[config.mk]
export PLATFORM = sky130hd
export DESIGN_NAME = c_subset_tokenizer
export DESIGN_NICKNAME = d
export VERILOG_FILES = /design/src/c_st_pkg.sv /design/src/c_st_fifo.sv /design/src/c_st_lex.sv /design/src/c_subset_tokenizer.sv
export SDC_FILE = /design/constraint.sdc
export NUM_CORES = 1
export LEC_CHECK = 0
export CAP_MARGIN = 10
export CORE_MARGIN = 1
export CORE_UTILIZATION = 30
export CTS_BUF_LIST = sky130_fd_sc_hd__clkbuf_16
export DETAILED_ROUTE_END_ITERATION = 16
export DONT_BUFFER_PORTS = 1
export PLACE_DENSITY = 0.55
export SYNTH_ARGS = -nofsm -noshare
export SYNTH_HDL_FRONTEND = slang
export SYNTH_SLANG_ARGS = --single-unit
[constraint.sdc]
create_clock -name clk -period 5.8 [get_ports clk]
set_clock_uncertainty 0.2 [all_clocks]
set_input_delay 1.16 -clock clk [delete_from_list [all_inputs] [get_ports clk]]
set_output_delay 1.16 -clock clk [all_outputs]
set_load 0.05 [all_outputs]
[src/c_st_pkg.sv]
// Shared types and constants for the C-subset tokenizer.
// Lexer modes, token kinds, reserved codes, character codes, keyword table.
// No dependencies.
`default_nettype none

package c_st_pkg;

    typedef enum logic [2:0] {
        M_IDLE   = 3'd0,
        M_LT     = 3'd1,
        M_GT     = 3'd2,
        M_EQ     = 3'd3,
        M_BANG   = 3'd4,
        M_WORD   = 3'd5,
        M_NUMBER = 3'd6,
        M_DROP   = 3'd7
    } mode_t;

    // push request from the lexer into the result queue
    typedef struct packed {
        logic first;
        logic second;
    } push_t;

    localparam logic [2:0] K_RES   = 3'd0;
    localparam logic [2:0] K_NUM   = 3'd1;
    localparam logic [2:0] K_IDENT = 3'd2;
    localparam logic [2:0] K_EOF   = 3'd3;
    localparam logic [2:0] K_ERR   = 3'd4;

    localparam logic [4:0] RC_LE     = 5'd0;
    localparam logic [4:0] RC_GE     = 5'd1;
    localparam logic [4:0] RC_PLUS   = 5'd2;
    localparam logic [4:0] RC_MINUS  = 5'd3;
    localparam logic [4:0] RC_STAR   = 5'd4;
    localparam logic [4:0] RC_SLASH  = 5'd5;
    localparam logic [4:0] RC_LPAREN = 5'd6;
    localparam logic [4:0] RC_RPAREN = 5'd7;
    localparam logic [4:0] RC_LBRACE = 5'd8;
    localparam logic [4:0] RC_RBRACE = 5'd9;
    localparam logic [4:0] RC_LT     = 5'd10;
    localparam logic [4:0] RC_GT     = 5'd11;
    localparam logic [4:0] RC_SEMI   = 5'd12;
    localparam logic [4:0] RC_COMMA  = 5'd13;
    localparam logic [4:0] RC_AMP    = 5'd14;
    localparam logic [4:0] RC_INT    = 5'd15;
    localparam logic [4:0] RC_EQEQ   = 5'd21;
    localparam logic [4:0] RC_NE     = 5'd22;
    localparam logic [4:0] RC_ASSIGN = 5'd23;
    localparam logic [4:0] RC_NONE   = 5'd0;

    localparam logic [7:0] CH_SPACE  = 8'h20;
    localparam logic [7:0] CH_TAB    = 8'h09;
    localparam logic [7:0] CH_CR     = 8'h0D;
    localparam logic [7:0] CH_BANG   = 8'h21;
    localparam logic [7:0] CH_AMP    = 8'h26;
    localparam logic [7:0] CH_LPAREN = 8'h28;
    localparam logic [7:0] CH_RPAREN = 8'h29;
    localparam logic [7:0] CH_STAR   = 8'h2A;
    localparam logic [7:0] CH_PLUS   = 8'h2B;
    localparam logic [7:0] CH_COMMA  = 8'h2C;
    localparam logic [7:0] CH_MINUS  = 8'h2D;
    localparam logic [7:0] CH_SLASH  = 8'h2F;
    localparam logic [7:0] CH_ZERO   = 8'h30;
    localparam logic [7:0] CH_NINE   = 8'h39;
    localparam logic [7:0] CH_SEMI   = 8'h3B;
    localparam logic [7:0] CH_LT     = 8'h3C;
    localparam logic [7:0] CH_EQ     = 8'h3D;
    localparam logic [7:0] CH_GT     = 8'h3E;
    localparam logic [7:0] CH_UA     = 8'h41;
    localparam logic [7:0] CH_UZ     = 8'h5A;
    localparam logic [7:0] CH_UNDER  = 8'h5F;
    localparam logic [7:0] CH_LA     = 8'h61;
    localparam logic [7:0] CH_LZ     = 8'h7A;
    localparam logic [7:0] CH_LBRACE = 8'h7B;
    localparam logic [7:0] CH_RBRACE = 8'h7D;

    localparam int NUM_KW = 6;

    // keyword letters right-aligned, same packing as the word shift register
    localparam logic [47:0] KW_TEXT [NUM_KW] = '{
        48'h0000_0069_6E74,   // int
        48'h0000_0000_6966,   // if
        48'h0000_0066_6F72,   // for
        48'h0000_656C_7365,   // else
        48'h7265_7475_726E,   // return
        48'h0077_6869_6C65    // while
    };

    localparam logic [2:0] KW_LEN [NUM_KW] = '{3'd3, 3'd2, 3'd3, 3'd4, 3'd6, 3'd5};

endpackage

`default_nettype wire

[src/c_st_fifo.sv]
// Four-entry result queue; takes up to two tokens per cycle, gives one.
// Depends on c_st_pkg (push_t).
`default_nettype none

module c_st_fifo #(
    parameter int WIDTH = 8
) (
    input  wire logic              clk,
    input  wire logic              rst_n,
    input  wire c_st_pkg::push_t   push,
    input  wire logic [WIDTH-1:0]  din0,
    input  wire logic [WIDTH-1:0]  din1,
    output logic                   room,
    input  wire logic              pop,
    output logic [WIDTH-1:0]       dout,
    output logic                   dout_valid
);
    import c_st_pkg::*;

    localparam int DEPTH = 4;
    localparam int PW    = $clog2(DEPTH);

    logic [WIDTH-1:0] mem_reg [DEPTH];
    logic [PW-1:0]    wr_reg, wr_next;
    logic [PW-1:0]    rd_reg, rd_next;
    logic [PW:0]      count_reg, count_next;
    logic [PW:0]      n_in;
    logic             pop_ok;

    assign pop_ok     = pop && (count_reg != '0);
    assign n_in       = (PW+1)'(push.first) + (PW+1)'(push.second);
    assign wr_next    = wr_reg + PW'(n_in);
    assign rd_next    = rd_reg + PW'(pop_ok);
    assign count_next = count_reg + n_in - (PW+1)'(pop_ok);

    // the lexer only fires with two free slots
    assign room       = count_reg <= (PW+1)'(DEPTH - 2);
    assign dout       = mem_reg[rd_reg];
    assign dout_valid = count_reg != '0;

    always_ff @(posedge clk or negedge rst_n)
    begin
        if (!rst_n)
        begin
            wr_reg    <= '0;
            rd_reg    <= '0;
            count_reg <= '0;
        end
        else
        begin
            wr_reg    <= wr_next;
            rd_reg    <= rd_next;
            count_reg <= count_next;
        end
    end

    always_ff @(posedge clk)
    begin
        if (push.first)
        begin
            mem_reg[wr_reg] <= din0;
        end
        if (push.second)
        begin
            mem_reg[wr_reg + PW'(1)] <= din1;
        end
    end

endmodule

`default_nettype wire

[src/c_st_lex.sv]
// Lexer core: input register, lexer state and per-byte token logic.
// Produces up to two tokens per byte. Depends on c_st_pkg.
`default_nettype none

module c_st_lex #(
    parameter int POSITION_BITS = 16,
    parameter int VALUE_BITS    = 31,
    localparam int TOK_W        = 3 + 5 + 2 * POSITION_BITS + VALUE_BITS + 1
) (
    input  wire logic              clk,
    input  wire logic              rst_n,
    input  wire logic              in_valid,
    output logic                   in_ready,
    input  wire logic [7:0]        ch,
    input  wire logic              end_of_text,
    input  wire logic              room,
    output c_st_pkg::push_t        push,
    output logic [TOK_W-1:0]       tok0,
    output logic [TOK_W-1:0]       tok1
);
    import c_st_pkg::*;

    localparam int P = POSITION_BITS;
    localparam int V = VALUE_BITS;

    typedef struct packed {
        logic [2:0]   kind;
        logic [4:0]   code;
        logic [P-1:0] start;
        logic [P-1:0] len;
        logic [V-1:0] value;
        logic         last;
    } tok_t;

    logic         in_valid_reg;
    logic [7:0]   ch_reg;
    logic         eot_reg;
    logic         fire;

    mode_t        mode_reg, mode_next;
    logic [47:0]  word_reg, word_next;
    logic [P-1:0] start_reg, start_next;
    logic [P-1:0] len_reg, len_next;
    logic [V-1:0] acc_reg, acc_next;
    logic [P-1:0] pos_reg, pos_next;

    logic         c_ws, c_lower, c_letter, c_digit, c_wordch;
    logic         c_single;
    logic [4:0]   single_code;
    mode_t        idle_mode;
    tok_t         s_tok, f_tok, a_tok, b_tok, pair_tok, eof_tok;
    logic         s_v, f_v, a_v, b_v;
    logic         kw_hit;
    logic [4:0]   kw_code;
    logic [4:0]   pair_code;
    logic [3:0]   digit;
    logic [V+3:0] acc_x10;
    logic [P-1:0] len_inc;
    logic         restart;

    assign fire     = in_valid_reg && room;
    assign in_ready = !in_valid_reg || room;

    always_ff @(posedge clk or negedge rst_n)
    begin
        if (!rst_n)
        begin
            in_valid_reg <= 1'b0;
        end
        else if (in_ready)
        begin
            in_valid_reg <= in_valid;
        end
    end

    always_ff @(posedge clk)
    begin
        if (in_valid && in_ready)
        begin
            ch_reg  <= ch;
            eot_reg <= end_of_text;
        end
    end

    // character classes
    assign c_ws     = (ch_reg == CH_SPACE) || (ch_reg >= CH_TAB && ch_reg <= CH_CR);
    assign c_lower  = ch_reg >= CH_LA && ch_reg <= CH_LZ;
    assign c_letter = c_lower || (ch_reg >= CH_UA && ch_reg <= CH_UZ);
    assign c_digit  = ch_reg >= CH_ZERO && ch_reg <= CH_NINE;
    assign c_wordch = c_letter || c_digit || (ch_reg == CH_UNDER);
    assign digit    = ch_reg[3:0];

    always_comb
    begin
        c_single    = 1'b1;
        single_code = RC_NONE;
        case (ch_reg)
            CH_PLUS:   single_code = RC_PLUS;
            CH_MINUS:  single_code = RC_MINUS;
            CH_STAR:   single_code = RC_STAR;
            CH_SLASH:  single_code = RC_SLASH;
            CH_LPAREN: single_code = RC_LPAREN;
            CH_RPAREN: single_code = RC_RPAREN;
            CH_LBRACE: single_code = RC_LBRACE;
            CH_RBRACE: single_code = RC_RBRACE;
            CH_SEMI:   single_code = RC_SEMI;
            CH_COMMA:  single_code = RC_COMMA;
            CH_AMP:    single_code = RC_AMP;
            default:   c_single    = 1'b0;
        endcase
    end

    // mode entered when a byte starts a new token
    always_comb
    begin
        if (c_ws || c_single)         idle_mode = M_IDLE;
        else if (ch_reg == CH_LT)     idle_mode = M_LT;
        else if (ch_reg == CH_GT)     idle_mode = M_GT;
        else if (ch_reg == CH_EQ)     idle_mode = M_EQ;
        else if (ch_reg == CH_BANG)   idle_mode = M_BANG;
        else if (c_lower)             idle_mode = M_WORD;
        else if (c_digit)             idle_mode = M_NUMBER;
        else                          idle_mode = M_DROP;
    end

    // token emitted directly by a starting byte: single punctuator or bad byte
    always_comb
    begin
        s_tok       = '0;
        s_tok.start = pos_reg;
        s_tok.len   = P'(1);
        s_v         = 1'b0;
        if (c_single)
        begin
            s_tok.kind = K_RES;
            s_tok.code = single_code;
            s_v        = 1'b1;
        end
        else if (idle_mode == M_DROP)
        begin
            s_tok.kind = K_ERR;
            s_v        = 1'b1;
        end
    end

    always_comb
    begin
        kw_hit  = 1'b0;
        kw_code = RC_INT;
        for (int i = 0; i < NUM_KW; i++)
        begin
            if (len_reg == P'(KW_LEN[i]) && word_reg == KW_TEXT[i])
            begin
                kw_hit  = 1'b1;
                kw_code = RC_INT + 5'(i);
            end
        end
    end

    // pending token, closed by the current byte or by the end marker
    always_comb
    begin
        f_tok       = '0;
        f_tok.start = start_reg;
        f_tok.len   = P'(1);
        f_v         = 1'b1;
        case (mode_reg)
            M_LT:
            begin
                f_tok.kind = K_RES;
                f_tok.code = RC_LT;
            end
            M_GT:
            begin
                f_tok.kind = K_RES;
                f_tok.code = RC_GT;
            end
            M_EQ:
            begin
                f_tok.kind = K_RES;
                f_tok.code = RC_ASSIGN;
            end
            M_BANG:
            begin
                f_tok.kind = K_ERR;
            end
            M_WORD:
            begin
                f_tok.len = len_reg;
                if (kw_hit && (eot_reg || !c_wordch))
                begin
                    f_tok.kind = K_RES;
                    f_tok.code = kw_code;
                end
                else
                begin
                    f_tok.kind = K_IDENT;
                end
            end
            M_NUMBER:
            begin
                f_tok.kind  = K_NUM;
                f_tok.len   = len_reg;
                f_tok.value = acc_reg;
            end
            default:
            begin
                f_v = 1'b0;
            end
        endcase
    end

    always_comb
    begin
        case (mode_reg)
            M_LT:    pair_code = RC_LE;
            M_GT:    pair_code = RC_GE;
            M_EQ:    pair_code = RC_EQEQ;
            default: pair_code = RC_NE;
        endcase
        pair_tok       = '0;
        pair_tok.kind  = K_RES;
        pair_tok.code  = pair_code;
        pair_tok.start = start_reg;
        pair_tok.len   = P'(2);
        eof_tok        = '0;
        eof_tok.kind   = K_EOF;
        eof_tok.start  = pos_reg;
    end

    // next mode
    always_comb
    begin
        mode_next = mode_reg;
        if (eot_reg)
        begin
            mode_next = M_IDLE;
        end
        else
        begin
            case (mode_reg)
                M_DROP:   mode_next = M_DROP;
                M_LT, M_GT, M_EQ, M_BANG:
                begin
                    if (ch_reg == CH_EQ)          mode_next = M_IDLE;
                    else if (mode_reg == M_BANG)  mode_next = M_DROP;
                    else                          mode_next = idle_mode;
                end
                M_WORD:   mode_next = c_letter ? M_WORD : idle_mode;
                M_NUMBER: mode_next = c_digit ? M_NUMBER : idle_mode;
                default:  mode_next = idle_mode;
            endcase
        end
    end

    // token outputs: a then b, either may be absent
    always_comb
    begin
        a_tok = f_tok;
        a_v   = 1'b0;
        b_tok = s_tok;
        b_v   = 1'b0;
        if (eot_reg)
        begin
            a_v   = f_v;
            b_tok = eof_tok;
            b_v   = 1'b1;
        end
        else
        begin
            case (mode_reg)
                M_DROP:
                begin
                    a_v = 1'b0;
                end
                M_LT, M_GT, M_EQ, M_BANG:
                begin
                    if (ch_reg == CH_EQ)
                    begin
                        a_tok = pair_tok;
                        a_v   = 1'b1;
                    end
                    else if (mode_reg == M_BANG)
                    begin
                        a_v = 1'b1;
                    end
                    else
                    begin
                        a_v = 1'b1;
                        b_v = s_v;
                    end
                end
                M_WORD:
                begin
                    a_v = !c_letter;
                    b_v = !c_letter && s_v;
                end
                M_NUMBER:
                begin
                    a_v = !c_digit;
                    b_v = !c_digit && s_v;
                end
                default:
                begin
                    b_v = s_v;
                end
            endcase
        end
    end

    always_comb
    begin
        tok_t t0;
        tok_t t1;
        t0          = a_v ? a_tok : b_tok;
        t0.last     = !(a_v && b_v);
        t1          = b_tok;
        t1.last     = 1'b1;
        tok0        = t0;
        tok1        = t1;
        push.first  = fire && (a_v || b_v);
        push.second = fire && a_v && b_v;
    end

    // datapath next values
    assign acc_x10 = ({4'b0, acc_reg} << 3) + ({4'b0, acc_reg} << 1) + (V+4)'(digit);
    assign len_inc = (len_reg != '1) ? len_reg + P'(1) : len_reg;
    assign restart = (mode_reg == M_IDLE)
                  || ((mode_reg == M_LT || mode_reg == M_GT || mode_reg == M_EQ)
                      && ch_reg != CH_EQ)
                  || (mode_reg == M_WORD && !c_letter)
                  || (mode_reg == M_NUMBER && !c_digit);

    always_comb
    begin
        word_next  = word_reg;
        start_next = start_reg;
        len_next   = len_reg;
        acc_next   = acc_reg;
        pos_next   = pos_reg + P'(1);
        if (eot_reg)
        begin
            word_next  = '0;
            start_next = '0;
            len_next   = '0;
            acc_next   = '0;
            pos_next   = '0;
        end
        else if (restart)
        begin
            start_next = pos_reg;
            len_next   = P'(1);
            if (c_lower)
            begin
                word_next = {40'b0, ch_reg};
            end
            if (c_digit)
            begin
                acc_next = V'(digit);
            end
        end
        else if (mode_reg == M_WORD)
        begin
            word_next = {word_reg[39:0], ch_reg};
            len_next  = len_inc;
        end
        else if (mode_reg == M_NUMBER)
        begin
            // saturate when 10*acc + d overflows the value width
            acc_next = (acc_x10[V+3:V] != '0) ? '1 : acc_x10[V-1:0];
            len_next = len_inc;
        end
    end

    always_ff @(posedge clk or negedge rst_n)
    begin
        if (!rst_n)
        begin
            mode_reg  <= M_IDLE;
            word_reg  <= '0;
            start_reg <= '0;
            len_reg   <= '0;
            acc_reg   <= '0;
            pos_reg   <= '0;
        end
        else if (fire)
        begin
            mode_reg  <= mode_next;
            word_reg  <= word_next;
            start_reg <= start_next;
            len_reg   <= len_next;
            acc_reg   <= acc_next;
            pos_reg   <= pos_next;
        end
    end

endmodule

`default_nettype wire

[src/c_subset_tokenizer.sv]
// Streaming tokenizer for a small C subset.
// Source bytes come in on the in_* channel (ch, end_of_text); tokens leave
// on the out_* channel as kind, reserved_code, start_position, length,
// number_value and last. last marks the final token caused by one byte.
// A byte is held in the input register, then the lexer updates its
// state and pushes zero, one or two tokens into a four-entry result queue.
// A token shows on out_valid once the byte that ends it has passed the
// input register and the lexer has pushed the token into the queue.
// One byte is taken per cycle while the queue has two free slots; a byte
// that yields two tokens leaves the queue one token at a time, so the output
// side sets the rate when most bytes close two tokens.
// When the receiver stalls, the queue fills; once fewer than two slots are
// free a byte waits in the input register and in_ready drops, so nothing
// is lost. The end marker flushes the pending token, emits end of file and
// restarts offsets at zero.
// Reset (rst_n low) empties the queue and returns the lexer to idle at
// offset zero. Depends on c_st_pkg, c_st_lex and c_st_fifo.
`default_nettype none

module c_subset_tokenizer #(
    parameter int POSITION_BITS = 16,
    parameter int VALUE_BITS    = 31
) (
    input  wire logic                      clk,
    input  wire logic                      rst_n,
    input  wire logic                      in_valid,
    output logic                           in_ready,
    input  wire logic [7:0]                ch,
    input  wire logic                      end_of_text,
    output logic                           out_valid,
    input  wire logic                      out_ready,
    output logic [2:0]                     kind,
    output logic [4:0]                     reserved_code,
    output logic [POSITION_BITS-1:0]       start_position,
    output logic [POSITION_BITS-1:0]       length,
    output logic [VALUE_BITS-1:0]          number_value,
    output logic                           last
);
    import c_st_pkg::*;

    localparam int P     = POSITION_BITS;
    localparam int V     = VALUE_BITS;
    localparam int TOK_W = 3 + 5 + 2 * P + V + 1;

    typedef struct packed {
        logic [2:0]   kind;
        logic [4:0]   code;
        logic [P-1:0] start;
        logic [P-1:0] len;
        logic [V-1:0] value;
        logic         last;
    } tok_t;

    push_t            push;
    logic             room;
    logic [TOK_W-1:0] tok0, tok1, head_bits;
    tok_t             head;

    c_st_lex #(
        .POSITION_BITS (P),
        .VALUE_BITS    (V)
    ) u_lex (
        .clk         (clk),
        .rst_n       (rst_n),
        .in_valid    (in_valid),
        .in_ready    (in_ready),
        .ch          (ch),
        .end_of_text (end_of_text),
        .room        (room),
        .push        (push),
        .tok0        (tok0),
        .tok1        (tok1)
    );

    c_st_fifo #(
        .WIDTH (TOK_W)
    ) u_fifo (
        .clk        (clk),
        .rst_n      (rst_n),
        .push       (push),
        .din0       (tok0),
        .din1       (tok1),
        .room       (room),
        .pop        (out_ready),
        .dout       (head_bits),
        .dout_valid (out_valid)
    );

    assign head           = head_bits;
    assign kind           = head.kind;
    assign reserved_code  = head.code;
    assign start_position = head.start;
    assign length         = head.len;
    assign number_value   = head.value;
    assign last           = head.last;

    a_push_room: assert property (@(posedge clk) disable iff (!rst_n)
        push.first |-> room)
        else $error("token pushed into a full result queue");

    a_push_order: assert property (@(posedge clk) disable iff (!rst_n)
        push.second |-> push.first)
        else $error("second token pushed without a first");

    a_eof_last: assert property (@(posedge clk) disable iff (!rst_n)
        (out_valid && kind == K_EOF) |-> (last && length == '0))
        else $error("end-of-file token not last or has nonzero length");

    a_fields_clean: assert property (@(posedge clk) disable iff (!rst_n)
        (out_valid && kind != K_RES && kind != K_NUM)
            |-> (reserved_code == RC_NONE && number_value == '0))
        else $error("code or value set on a non-reserved, non-number token");

endmodule

`default_nettype wire
Word level (Yosys, flattened, before mapping)
Memories as Yosys holds them, arrays and structs flattened.
Index checks and enable logic that the tools add are counted.

cells by class
  magnitude comparators = 9
  multipliers = 0
  shifts and indexed selects = 0
  bitwise gates (word level) = 0
  reduce and logical (&&, ||, !) cells = 56
  eq/ne operators = 41
  multiplexer cells = 72
  div/mod/pow operators = 0
  add/sub/neg operators = 10

operators by type and width
  cell                                                                                 count
  72-bit two-way mux                                                                   5
  31-bit two-way mux                                                                   7
  48-bit two-way mux                                                                   4
  16-bit two-way mux                                                                   9
  8-bit by 6-bit == test with 1-bit output, second input constant                      14
  48-bit by 23-bit == test with 1-bit output, second input constant                    2
  16-bit by 3-bit == test with 1-bit output, second input constant                     3
  48-bit by 15-bit == test with 1-bit output, second input constant                    1
  48-bit by 31-bit == test with 1-bit output, second input constant                    1
  48-bit by 39-bit == test with 1-bit output, second input constant                    1
  48-bit by 47-bit == test with 1-bit output, second input constant                    1
  4-bit case mux with 11 select lines                                                  1
  3-bit two-way mux                                                                    13
  34-bit by 32-bit adder with 35-bit output                                            1
  35-bit by 4-bit adder with 35-bit output                                             1
  16-bit by 1-bit adder with 16-bit output, second input constant                      2
  16-bit by 2-bit == test with 1-bit output, second input constant                     2
  5-bit two-way mux                                                                    6
  8-bit by 7-bit == test with 1-bit output, second input constant                      3
  1-bit logical AND                                                                    23
  5-bit case mux with 4 select lines                                                   1
  1-bit two-way mux                                                                    19
  8-bit by 7-bit greater-or-equal comparator with 1-bit output, second input constant  2
  8-bit by 7-bit less-or-equal comparator with 1-bit output, second input constant     2
  37 further kinds                                                                     64

storage, ports and cells
  bits in registers = 147
  input port bits = 13
  logic and storage cells = 201
  memories kept = 1
  bits in writable memories = 288
  latch bits = 0
  memory bits (read-only) = 0

memory list
  memory          depth  bits a word  rd ports  clocked after Yosys merged registers in  wr ports  RTL line         text
  u_fifo.mem_reg  4      72           1         0                                        2         c_st_fifo.sv:23  logic [WIDTH-1:0] mem_reg [DEPTH];

Longest topological paths before layout
  word-level depth = 21
  mapped depth = 17

Hierarchy
A second synthesis with hierarchy kept.

unflattened totals
  cells, all modules = 2005
  area, all modules = 25150.4 µm²

by module, submodules not included
  module     area each (µm²)  seq. area each (µm²)  cells each  instances
  c_st_fifo  14725.4          8823.5                736         1
  c_st_lex   10425.0          3548.4                1269        1

Worst setup path before layout
OpenSTA, ideal clock, no wires.

  kind = register to register
  start point = register u_lex.ch_reg[3]
  end point = register u_fifo.count_reg[2]
  period minus slack after synthesis = 3.666 ns
  path slack = 2.134 ns
  stages on the path, launching flop included = 17
  data required time = 5.520 ns
  data arrival time = 3.386 ns
  buffers on the path = 2
  path through = edfxtp_1 buf_2 nor2_1 and3b_2 nor3_2 a21o_1 a31o_1 buf_4 or3_4 inv_6 ha_1 inv_1 ha_1 inv_1 fa_1 xnor2_1 xnor2_1

between the ends
  cells in the longest elaborated chain, start to end = 21
  elaborated cells between the ends (all ways) = 60
  those cells by class = 3 x add/sub; 8 x order compare; 17 x eq/ne; 16 x mux; 16 x reduce/logical

ends and longest elaborated chain
  item                                                                                                                                              RTL line         text
  start: declaration                                                                                                                                c_st_lex.sv:36   logic [7:0] ch_reg;
  start signal: assignment                                                                                                                          c_st_lex.sv:80   ch_reg <= ch;
  8-bit by 6-bit greater-or-equal comparator with 1-bit output / 8-bit by 6-bit less-or-equal comparator with 1-bit output (equally long branches)  c_st_lex.sv:89   assign c_digit = ch_reg >= CH_ZERO && ch_reg <= CH_NINE;
  1-bit logical AND                                                                                                                                 c_st_lex.sv:89
  1-bit two-way mux                                                                                                                                 c_st_lex.sv:122  else if (c_digit) idle_mode = M_NUMBER;
  3-bit two-way mux                                                                                                                                 c_st_lex.sv:121  else if (c_lower) idle_mode = M_WORD;
  3-bit two-way mux                                                                                                                                 c_st_lex.sv:120  else if (ch_reg == CH_BANG) idle_mode = M_BANG;
  3-bit two-way mux                                                                                                                                 c_st_lex.sv:119  else if (ch_reg == CH_EQ) idle_mode = M_EQ;
  3-bit two-way mux                                                                                                                                 c_st_lex.sv:118  else if (ch_reg == CH_GT) idle_mode = M_GT;
  3-bit two-way mux                                                                                                                                 c_st_lex.sv:117  else if (ch_reg == CH_LT) idle_mode = M_LT;
  (+6 left out)                                                                                                                                     --
  1-bit case mux with 4 select lines                                                                                                                c_st_lex.sv:271  case (mode_reg)
  1-bit two-way mux                                                                                                                                 c_st_lex.sv:263  if (eot_reg)
  1-bit logical OR                                                                                                                                  c_st_lex.sv:321  push.first = fire && (a_v || b_v);
  1-bit logical AND                                                                                                                                 c_st_lex.sv:321
  1-bit by 1-bit adder with 2-bit output (*)                                                                                                        c_st_fifo.sv:31  assign n_in = (PW+1)'(push.first) + (PW+1)'(push.second);
  3-bit adder (*)                                                                                                                                   c_st_fifo.sv:34  assign count_next = count_reg + n_in - (PW+1)'(pop_ok);
  3-bit by 1-bit subtractor with 3-bit output (*)                                                                                                   c_st_fifo.sv:34
  via u_fifo.count_next[2]                                                                                                                          c_st_fifo.sv:26  logic [PW:0] count_reg, count_next;
  end signal: assignment                                                                                                                            c_st_fifo.sv:53  count_reg <= count_next;
  end: declaration                                                                                                                                  c_st_fifo.sv:26

The timed path passes the listed nets; every way through them passes the cells marked *.
A chain may end at the register's enable or synchronous reset.

==> impl_metrics.csv <==
group,metric,value,unit
run_status,status,"finished clean",
logic_synthesis,synth_seq_cells,435,
route,drt_wl_total,60.6,mm
placed_design,hpwl,40.4,mm
min_path,hold_path_class,"input pin to async pin",
timing,slew_headroom,20.3,%
critical_path,reg2reg_slack,1.28,ns
logic_synthesis,synth_edf_count,105,
floorplanning,num_rows,97,
route,first_pass_iters,5,
floorplanning,dieArea,72800,sq um
route,vias_per_cell,5.48,
floorplanning,initial_core_util,30.5,%
timing,fmaxAchievable,221,MHz
timing,period_share,77.9,%
route,drc,0,
placed_design,portBuffers,0,
route,wl_per_cell,20.7,um
global_route,grt_usage,16.4,%
clocking,hold_buffers,0,
logic_synthesis,ys_warn_count,0,
route,via_count,16100,
timing,setup_ws,1.28,ns
clocking,cts.path.max_buffers,3,
timing,fin_setup_tns,0,ns
power,peakVddDrop,0.000300,V
flow_run,cap_violations,0,
logic_synthesis,synth.distinct_cells,96,
placed_design,gp_congestion,0.859,
final_layout,final_nets,2037,
floorplanning,die_x,270,um
logic_synthesis,yosysSeqAreaShare,48.6,%
global_route,gr-total-overflow,0,
timing,worstMarginPinSlew,1.18,ns
clocking,cts.sinks,435,
critical_path,crit_type,"flop to flop",
global_route,grt_start_max_net_pins,139,
clocking,cts-root-buf,"clkbuf_16",
critical_path,required,5.94,ns
final_layout,fillers,7010,
logic_synthesis,syn_area,21500,sq um
global_route,antenna_found_initial,5,
timing,hold_violations,0,
route,drtIter0Drc,1296,
final_layout,post-route-cell-area,23800,sq um
critical_path,crit_fanout,19,
critical_path,end_kind,"flop",
clocking,cts_tree,"yes",
logic_synthesis,synth_nets,2107,
final_layout,area_delta_synth_final,10.7,%
critical_path,r2r-start,"u_lex.mode_reg[0]$_DFFE_PN0P_",
final_layout,largest_reg_flops,288,
clocking,clk_latency,0.58,ns
placed_design,pre_cts_slack,1.33,ns
critical_path,reg2reg_depth,10,
final_layout,fin_util,33.8,%
power,power_leakage,8.77,nW
logic_synthesis,ys.flop_type,"dfxtp_1",
power,power_density,448,nW/um^2
placed_design,placed_area,22300,sq um
global_route,grt_pass1_wl,95.1,mm
timing,rsz0062_at_grt,"false",
route,ant_nets,0,
floorplanning,die_h,270,um
timing,slew_viol_final,0,
floorplanning,pin_count,87,
clocking,htreeDepth,2,
clocking,cts_made_buffers,48,
timing,setup_viol,0,
global_route,grt_pass1_vias,16000,
logic_synthesis,synth_area_per_cell,10.7,sq um
critical_path,cp.arrival,4.66,ns
critical_path,timing.rr.end,"u_fifo.mem_reg[2][53]$_DFFE_PP_",
clocking,clkTransAtPathRegs,0.07,ns
final_layout,layout-drive-gt1-share,11.7,%
clocking,cts_resized,0,
logic_synthesis,netlist_instances,2019,
timing,period_minus_slack,4.52,ns
floorplanning,coreArea,70500,sq um
clocking,cts_setup_buffers,0,
critical_path,critPathLaunchType,"flop",
logic_synthesis,async_reset_ff_share,31.7,%
[cells in the mapped netlist (all sizes together), types with 4 or more instances]
library cell	count	area, sq um
a21o	17	128
a21oi	70	350
a22o	104	911
a22oi	4	30.0
a31o	5	43.8
a31oi	8	50.1
and2	11	73.8
and3	15	93.8
and4	9	78.8
buf	60	343
clkbuf	88	330
dfrtp	138	3450
dfxtp	192	3840
edfxtp	105	3150
ha	72	901
inv	22	87.6
mux4	72	1620
nand2	257	987
nand2b	10	62.6
nand3	113	578
nand3b	4	30.0
nand4	25	156
nand4b	5	43.8
nor2	83	337
nor2b	8	50.1
nor3	23	136
nor4	19	125
nor4bb	4	40.0
o211ai	20	150
o21a	11	82.6
o21ai	200	1020
o22ai	17	106
o2bb2ai	93	877
o31ai	5	51.3
or3	11	73.8
or4	5	37.5
xnor2	30	263
xor2	26	228
[per-layer routing]
metal	global-route usage [%]	share of wire, %	vias to the layer above
li1	-	-	7490
met1	22.7	46	7995
met2	25.7	45	473
met4	4.58	2.3	2
met5	0	0.017	-
met3	3.49	6.6	100
[worst max path at each step]
stage | slack [ns] | cells after the start | startpoint | end
4_1_cts | 1.30 | 11 | u_lex.mode_reg[0]$_DFFE_PN0P_ | u_fifo.mem_reg[3][38]$_SDFFE_PP0P_
3_3_place_gp | 1.45 | 10 | u_lex.mode_reg[0]$_DFFE_PN0P_ | u_fifo.mem_reg[2][64]$_DFFE_PP_
6_report | 1.28 | 10 | u_lex.mode_reg[0]$_DFFE_PN0P_ | u_fifo.mem_reg[2][53]$_DFFE_PP_
5_1_grt | 1.03 | 9 | u_lex.mode_reg[2]$_DFFE_PN0P_ | u_fifo.mem_reg[3][56]$_DFFE_PP_
3_5_place_dp | 1.33 | 10 | u_lex.mode_reg[0]$_DFFE_PN0P_ | u_fifo.mem_reg[2][58]$_DFFE_PP_
2_1_floorplan | 2.13 | 16 | u_lex.ch_reg[3]$_DFFE_PP_ | u_fifo.count_reg[2]$_DFF_PN0_
[where the power goes]
part           leakage [nW]  internal, mW  total, mW  switching (mW)
Sequential             4.39          3.60       4.11           0.518
Clock                 0.779          1.62       2.92            1.30
Combinational          3.60         0.997       3.63            2.63
Total                  8.77          6.21       10.7            4.45
[metrics by stage]
| stage | std cells | hold slack (ns) | power (mW) |
|---|---|---|---|
| floorplan | 2019 | 0.227 | 6.80 |
| global placement | 2839 | 0.239 | 7.77 |
| detailed placement | 2839 | 0.244 | 7.82 |
| CTS | 2928 | 0.0486 | 10.7 |
| global route | 2928 | 0.0551 | 11.2 |
| finish | 2929 | 0.0822 | 10.7 |
[critical path, stage by stage, from the launching register on]
cell and delay [ns]:
dfrtp_1 0.78, nor2_1 0.31, nor4_1 0.54, o32a_1 0.30, nand2_4 0.13, o21ai_4 0.52
or3_4 0.29, inv_6 0.06, nand2_2 0.37, o21ai_2 0.43, a22o_1 0.31
[cell families (layout without fill, tap and decap cells)]
kind of cell	count (synthesis)	in the layout	synth area share, %
simple gates	617	617	14.2
buf+inv	171	140	3.55
flops	435	435	48.6
compound gates	590	590	19.3
other cells	0	1	0
fa+ha+maj	76	76	4.51
mux	74	74	7.63
xor+xnor	56	56	2.28
[layout make-up]
type | count | area [sq um] | area share (%)
Clock inverter | 39 | 255 | 1.07
Clock buffer | 50 | 1250 | 5.25
Timing Repair Buffer | 28 | 210 | 0.883
Tap cell | 940 | 1180 | 4.94
Multi-Input combinational cell | 1413 | 10400 | 43.5
Sequential cell | 435 | 10500 | 43.9
Inverter | 23 | 91.3 | 0.384
Antenna cell | 1 | 2.50 | 0.0105
[cells in the final DEF (no fill, tap or decap), types with 10 or more instances in the layout]
cell type / synthesis / final
a22o_1: 104 / 104
o21a_1: 11 / 11
nand4_1: 25 / 25
o21ai_0: 194 / 194
nand2_1: 250 / 248
or3_1: 10 / 10
nor2_1: 77 / 75
o2bb2ai_1: 83 / 83
o211ai_1: 20 / 20
o2bb2ai_2: 10 / 10
xor2_1: 26 / 26
clkbuf_16: 0 / 50
inv_1: 20 / 30
edfxtp_1: 105 / 105
mux4_2: 72 / 72
a21oi_1: 70 / 70
buf_4: 4 / 28
xnor2_1: 30 / 30
dfxtp_1: 192 / 192
o22ai_1: 17 / 17
ha_1: 72 / 72
nand2b_1: 10 / 10
nor4_1: 18 / 18
nor3_1: 20 / 19
clkinv_2: 0 / 11
nand3_1: 112 / 111
dfrtp_1: 138 / 136
and3_1: 15 / 15
a21o_1: 17 / 17
(Power assumes the default switching activity.)
